File: config.mk
export PLATFORM = sky130hd
export DESIGN_NAME = trht_ram
export DESIGN_NICKNAME = d
export VERILOG_FILES = /design/src/rtl/trht_ram.sv
export SDC_FILE = /design/constraint.sdc
export NUM_CORES = 1
export LEC_CHECK = 0
export BUFFER_PORTS_ARGS = -buffer_cell sky130_fd_sc_hd__buf_2
export CAP_MARGIN = 10
export CORE_ASPECT_RATIO = 0.75
export CORE_MARGIN = 3
export CORE_UTILIZATION = 35
export CTS_CLUSTER_DIAMETER = 30
export DETAILED_ROUTE_END_ITERATION = 12
export GPL_ROUTABILITY_DRIVEN = 0
export PLACE_DENSITY_LB_ADDON = 0.15
export SLEW_MARGIN = 40
export SYNTH_ARGS = -nofsm -noshare
export SYNTH_HDL_FRONTEND = slang
export SYNTH_SLANG_ARGS = --single-unit
File: constraint.sdc
create_clock -name clk -period 1.95 [get_ports clk]
set_clock_uncertainty 0.1 [all_clocks]
set_input_delay 0.39 -clock clk [delete_from_list [all_inputs] [get_ports clk]]
set_output_delay 0.39 -clock clk [all_outputs]
set_load 0.02 [all_outputs]
File: src/rtl/trht_ram.sv
`default_nettype none

module trht_ram #(
  parameter int WIDTH = 8,
  parameter int DEPTH = 16
) (
  input  wire logic                                    clk,
  input  wire logic                                    we,
  input  wire logic [((DEPTH > 1) ? $clog2(DEPTH) : 1)-1:0] waddr,
  input  wire logic [WIDTH-1:0]                        wdata,
  input  wire logic [((DEPTH > 1) ? $clog2(DEPTH) : 1)-1:0] raddr,
  output logic      [WIDTH-1:0]                        rdata
);

  logic [WIDTH-1:0] mem [DEPTH];

  always_ff @(posedge clk) begin
    if (we) begin
      mem[waddr] <= wdata;
    end
    rdata <= mem[raddr];
  end

endmodule

`default_nettype wire

Word-level counts from Yosys, hierarchy flattened

Memory sizes are Yosys's and may differ from the RTL's. A register that Yosys moved wholly into a read port is not among the register bits.
Index checks and enable logic that the tools add are counted.

Flip-flop bits (word level): 0
Memory bits (writable): 128
Input port bits: 18
Output and inout bits: 8
Word-level logic and storage cells: 3
Memories kept: 1

Multiplexer cells: 2

Memory list:

| memory | depth | width | read ports | clocked after Yosys merged registers in | wr ports | RTL line | RTL |
|---|---|---|---|---|---|---|---|
| mem    | 16    | 8     | 1          | 1                                       | 1        | 15       | `logic [WIDTH-1:0] mem [DEPTH];` |

Operator list:

| cell    | number |
|---|---|
| $mux W1 | 2 |

Logic depth before layout (Yosys ltp)

Depth in word-level cells: 2
Gate-level depth with buffers: 5

Worst setup path after synthesis

OpenSTA, ideal clock, no wires.

Path type: input -> register
Start: input waddr[2] (netlist name)
End: memory mem[0][0] (enable)
Library setup time: 383 ps
Arrival time: 1500 ps
Setup slack: -33 ps
Stages: 2
Path buffers: 0
Cells stage by stage: or3b_2 nor3_1

RTL lines:

| element         | RTL line | RTL |
|---|---|---|
| start, declared | 9        | `input wire logic [((DEPTH > 1) ? $clog2(DEPTH) : 1)-1:0] waddr,` |
| end, declared   | 15       |  |

No word-level cell before the write port.

==> summary.txt <==
Yosys
  – Ys Warns: 0
  – Avg Inst Size Synth: 22.5 um^2
  – Post-synthesis sequential area ratio: 77.8%
  – Net Count, Synth: between 200 and 250
  – Synthesis-stage register bit count: 136
  – Area contributors post-synth: edfxtp_1 (75%), mux4_2 (7.9%), mux4_1 (7.1%), dfxtp_1 (3.1%), a22oi_1 (2.3%)
  – Distinct cells, synth: 19
  – Post-synthesis cell area: 0.00515 mm^2
  – Cells after synthesis: roughly 230
  – Dominant cell type by area after synthesis: edfxtp_1
  – Synth top area share: 74.7%

Clock network
  – CTS tree: yes
  – Worst-Skew Late Latency: between 400 and 500 ps
  – Total CTS buffers: 17
  – Root buf cell: clkbuf_16
  – Reg clk slew, reported paths: ~60 ps
  – Clk buf depth: 2
  – Clock Sinks: roughly 140
  – Htree depth: 4
  – Cells resized by post-CTS repair: 0
  – Post-CTS setup buffers: 0
  – Hold-fix buffers, CTS: 0

Power
  – Switching fraction of total power: 19.2%
  – Power share of the clock group: between 40% and 50%
  – Power Density: 1130 mW/mm^2
  – Leak pwr: 2.16 nW
  – Psw: 0.00137 W
  – Gate power share: 4.8%
  – Max VDD drop: approximately 0.73 mV
  – Reg power frac: approximately 46%
  – Int Power: approximately 0.0058 W

STA
  – Relative slew slack: 53.2%
  – # setup viols final: 0
  – Final hold violations: 0
  – Max-slew violations: 0
  – Fmax: approximately 600 MHz
  – Final min period: 1640 ps
  – Part of the cycle the worst path needs: 84.0%
  – RSZ-0062 raised after global routing: no
  – WHS: roughly 270 ps
  – Worst slew pin tran: 699 ps

Cells and area
  – Finished Cell Area: ~0.0063 mm^2
  – Layout cells sized above 1: 33.8%
  – Final cell utilization of the core: ~45%
  – Most frequent cells in the layout: edfxtp_1 (128), buf_2 (25), buf_4 (23), mux4_2 (18), clkbuf_16 (17)
  – Synth-to-Final Area Change: 22.9%
  – Final non-filler cell total: 497
  – Most common cell after layout, fill and taps aside: edfxtp_1
  – Nets: 307
  – # diodes: 0
  – Fill count: 1,193

Die
  – Die width: 146 um
  – Std-Cell Rows: 37
  – Initial cell density of the core: 36.7%
  – Die area: between 0.015 and 0.02 mm^2
  – Core ar.: 0.0140 mm^2
  – Die height: 111 um
  – I/O pins: 26

GRT
  – Initial antenna violation count: 0
  – Pin count of the biggest net entering global routing: 23
  – Vias in the first global route: 2,538
  – GRT overflow: 0
  – First-pass GRT wire length: 16,500 um
  – Tot GR Track Use: 14.1%

Worst setup path
  – Nature of the critical path endpoint: register
  – Worst endpoint required time: between 2000 and 2500 ps
  – Worst path max stage delay: 580 ps
  – Family with the most delay on the worst path: multiplexers
  – Setup crit start kind: input port
  – Max stage delay cell, worst path: mux4_1
  – Crit path DAT: 1820 ps
  – Crit path max fanout: 9
  – Critical-path cell list: buf_2 -> buf_4 -> mux4_1 -> a22oi_1 -> nand2_1
  – Critical path type: input port to register
  – CP Buf/Inv Count: 2

Route
  – Drt total wl: 10,900 um
  – 1st-pass router iterations: 5
  – DRC errors left: 0
  – WL/cell: 22.0 um
  – Initial drt markers: 188
  – Via density: approximately 4.9
  – Post-route ant nets: 0
  – Vias: 2,453

Job
  – Maxcap violations: 0

Hold path
  – Worst Hold Class: input port to register

Placed design
  – DP HPWL: 6970 um
  – Post-Place Cell Area: 0.00567 mm^2
  – Port Buffers: 25
  – Placed Cells incl. Taps: 465

Status
  – Outcome: finished, final reports clean
[state kept, by name (all words and copies together) (netlist names)]
signal,count
rdata,8
mem,128
[Yosys cell counts, drive strengths merged]
cell type,n
edfxtp,128
mux4,32
a22oi,16
nor2,13
nand2,9
dfxtp,8
buf,7
nor3,4
clkdlybuf4s25,3
nand2b,2
nand3b,2
and2,1
and2b,1
nand3,1
nor2b,1
or3b,1
[layout make-up]
cell class	instances	area, um^2	share of cell area [%]
clock inverters	11	196	3.10
multi-input cells	83	1060	16.8
flip-flops and latches	136	4000	63.3
well taps	195	244	3.86
clock buffers	21	460	7.28
repair buffers	51	358	5.66
[metal layers]
layer / GRT usage (%) / part of all wire (%) / up-vias / wire, um
met5: 0 / 0 / - / 0
met4: 3.01 / 0.56 / 0 / 61
met3: 4.13 / 2.7 / 8 / 299
met2: 21.5 / 46 / 44 / 5070
met1: 20.5 / 50 / 1302 / 5500
li1: - / - / 1099 / -
[kinds of logic (layout without fill, tap and decap cells)]
group           count (synthesis)  in the layout  share of synthesized area, %
simple gates                   35             35                          3.18
mux                            32             32                          15.0
buf+inv                        10             83                          1.68
flops                         136            136                          77.8
compound gates                 16             16                          2.33
[final timing paths]
path	from	endpoint	slack, ps	depth (start not counted)
setup / recovery	raddr[0]	rdata[0]$_DFF_P_	310	5
hold / removal	wdata[5]	mem[4][5]$_DFFE_PP_	270	1
setup reg to reg	mem[1][0]$_DFFE_PP_	rdata[0]$_DFF_P_	420	3
hold reg to reg	mem[7][1]$_DFFE_PP_	rdata[1]$_DFF_P_	560	3
[metrics by stage]
stage | setup WS [ps] | total power, W | TNS (ps)
2_1_floorplan | 194 | 0.00353 | 0
3_3_place_gp | -50.7 | 0.00369 | -66.2
3_5_place_dp | -84.7 | 0.00370 | -95.6
4_1_cts | 342 | 0.00720 | 0
5_1_grt | 302 | 0.00737 | 0
6_report | 312 | 0.00712 | 0
[worst reg2reg max path, delay by kind of cell (launching register included)]
family	cells	cell delay (ps)
muxes	1	510
and+or+nand+nor	1	90
DFF	1	350
AOI/OAI and AO/OA	1	360
[power groups by stage]
stage | combinational (W) | sequential [W] | clock (W)
2_1_floorplan | 0.000166 | 0.00337 | 0
3_3_place_gp | 0.000344 | 0.00335 | 0
3_5_place_dp | 0.000346 | 0.00335 | 0
4_1_cts | 0.000346 | 0.00329 | 0.00356
5_1_grt | 0.000369 | 0.00329 | 0.00371
6_report | 0.000341 | 0.00329 | 0.00349
Note: power is estimated with default switching activity, not from simulation.
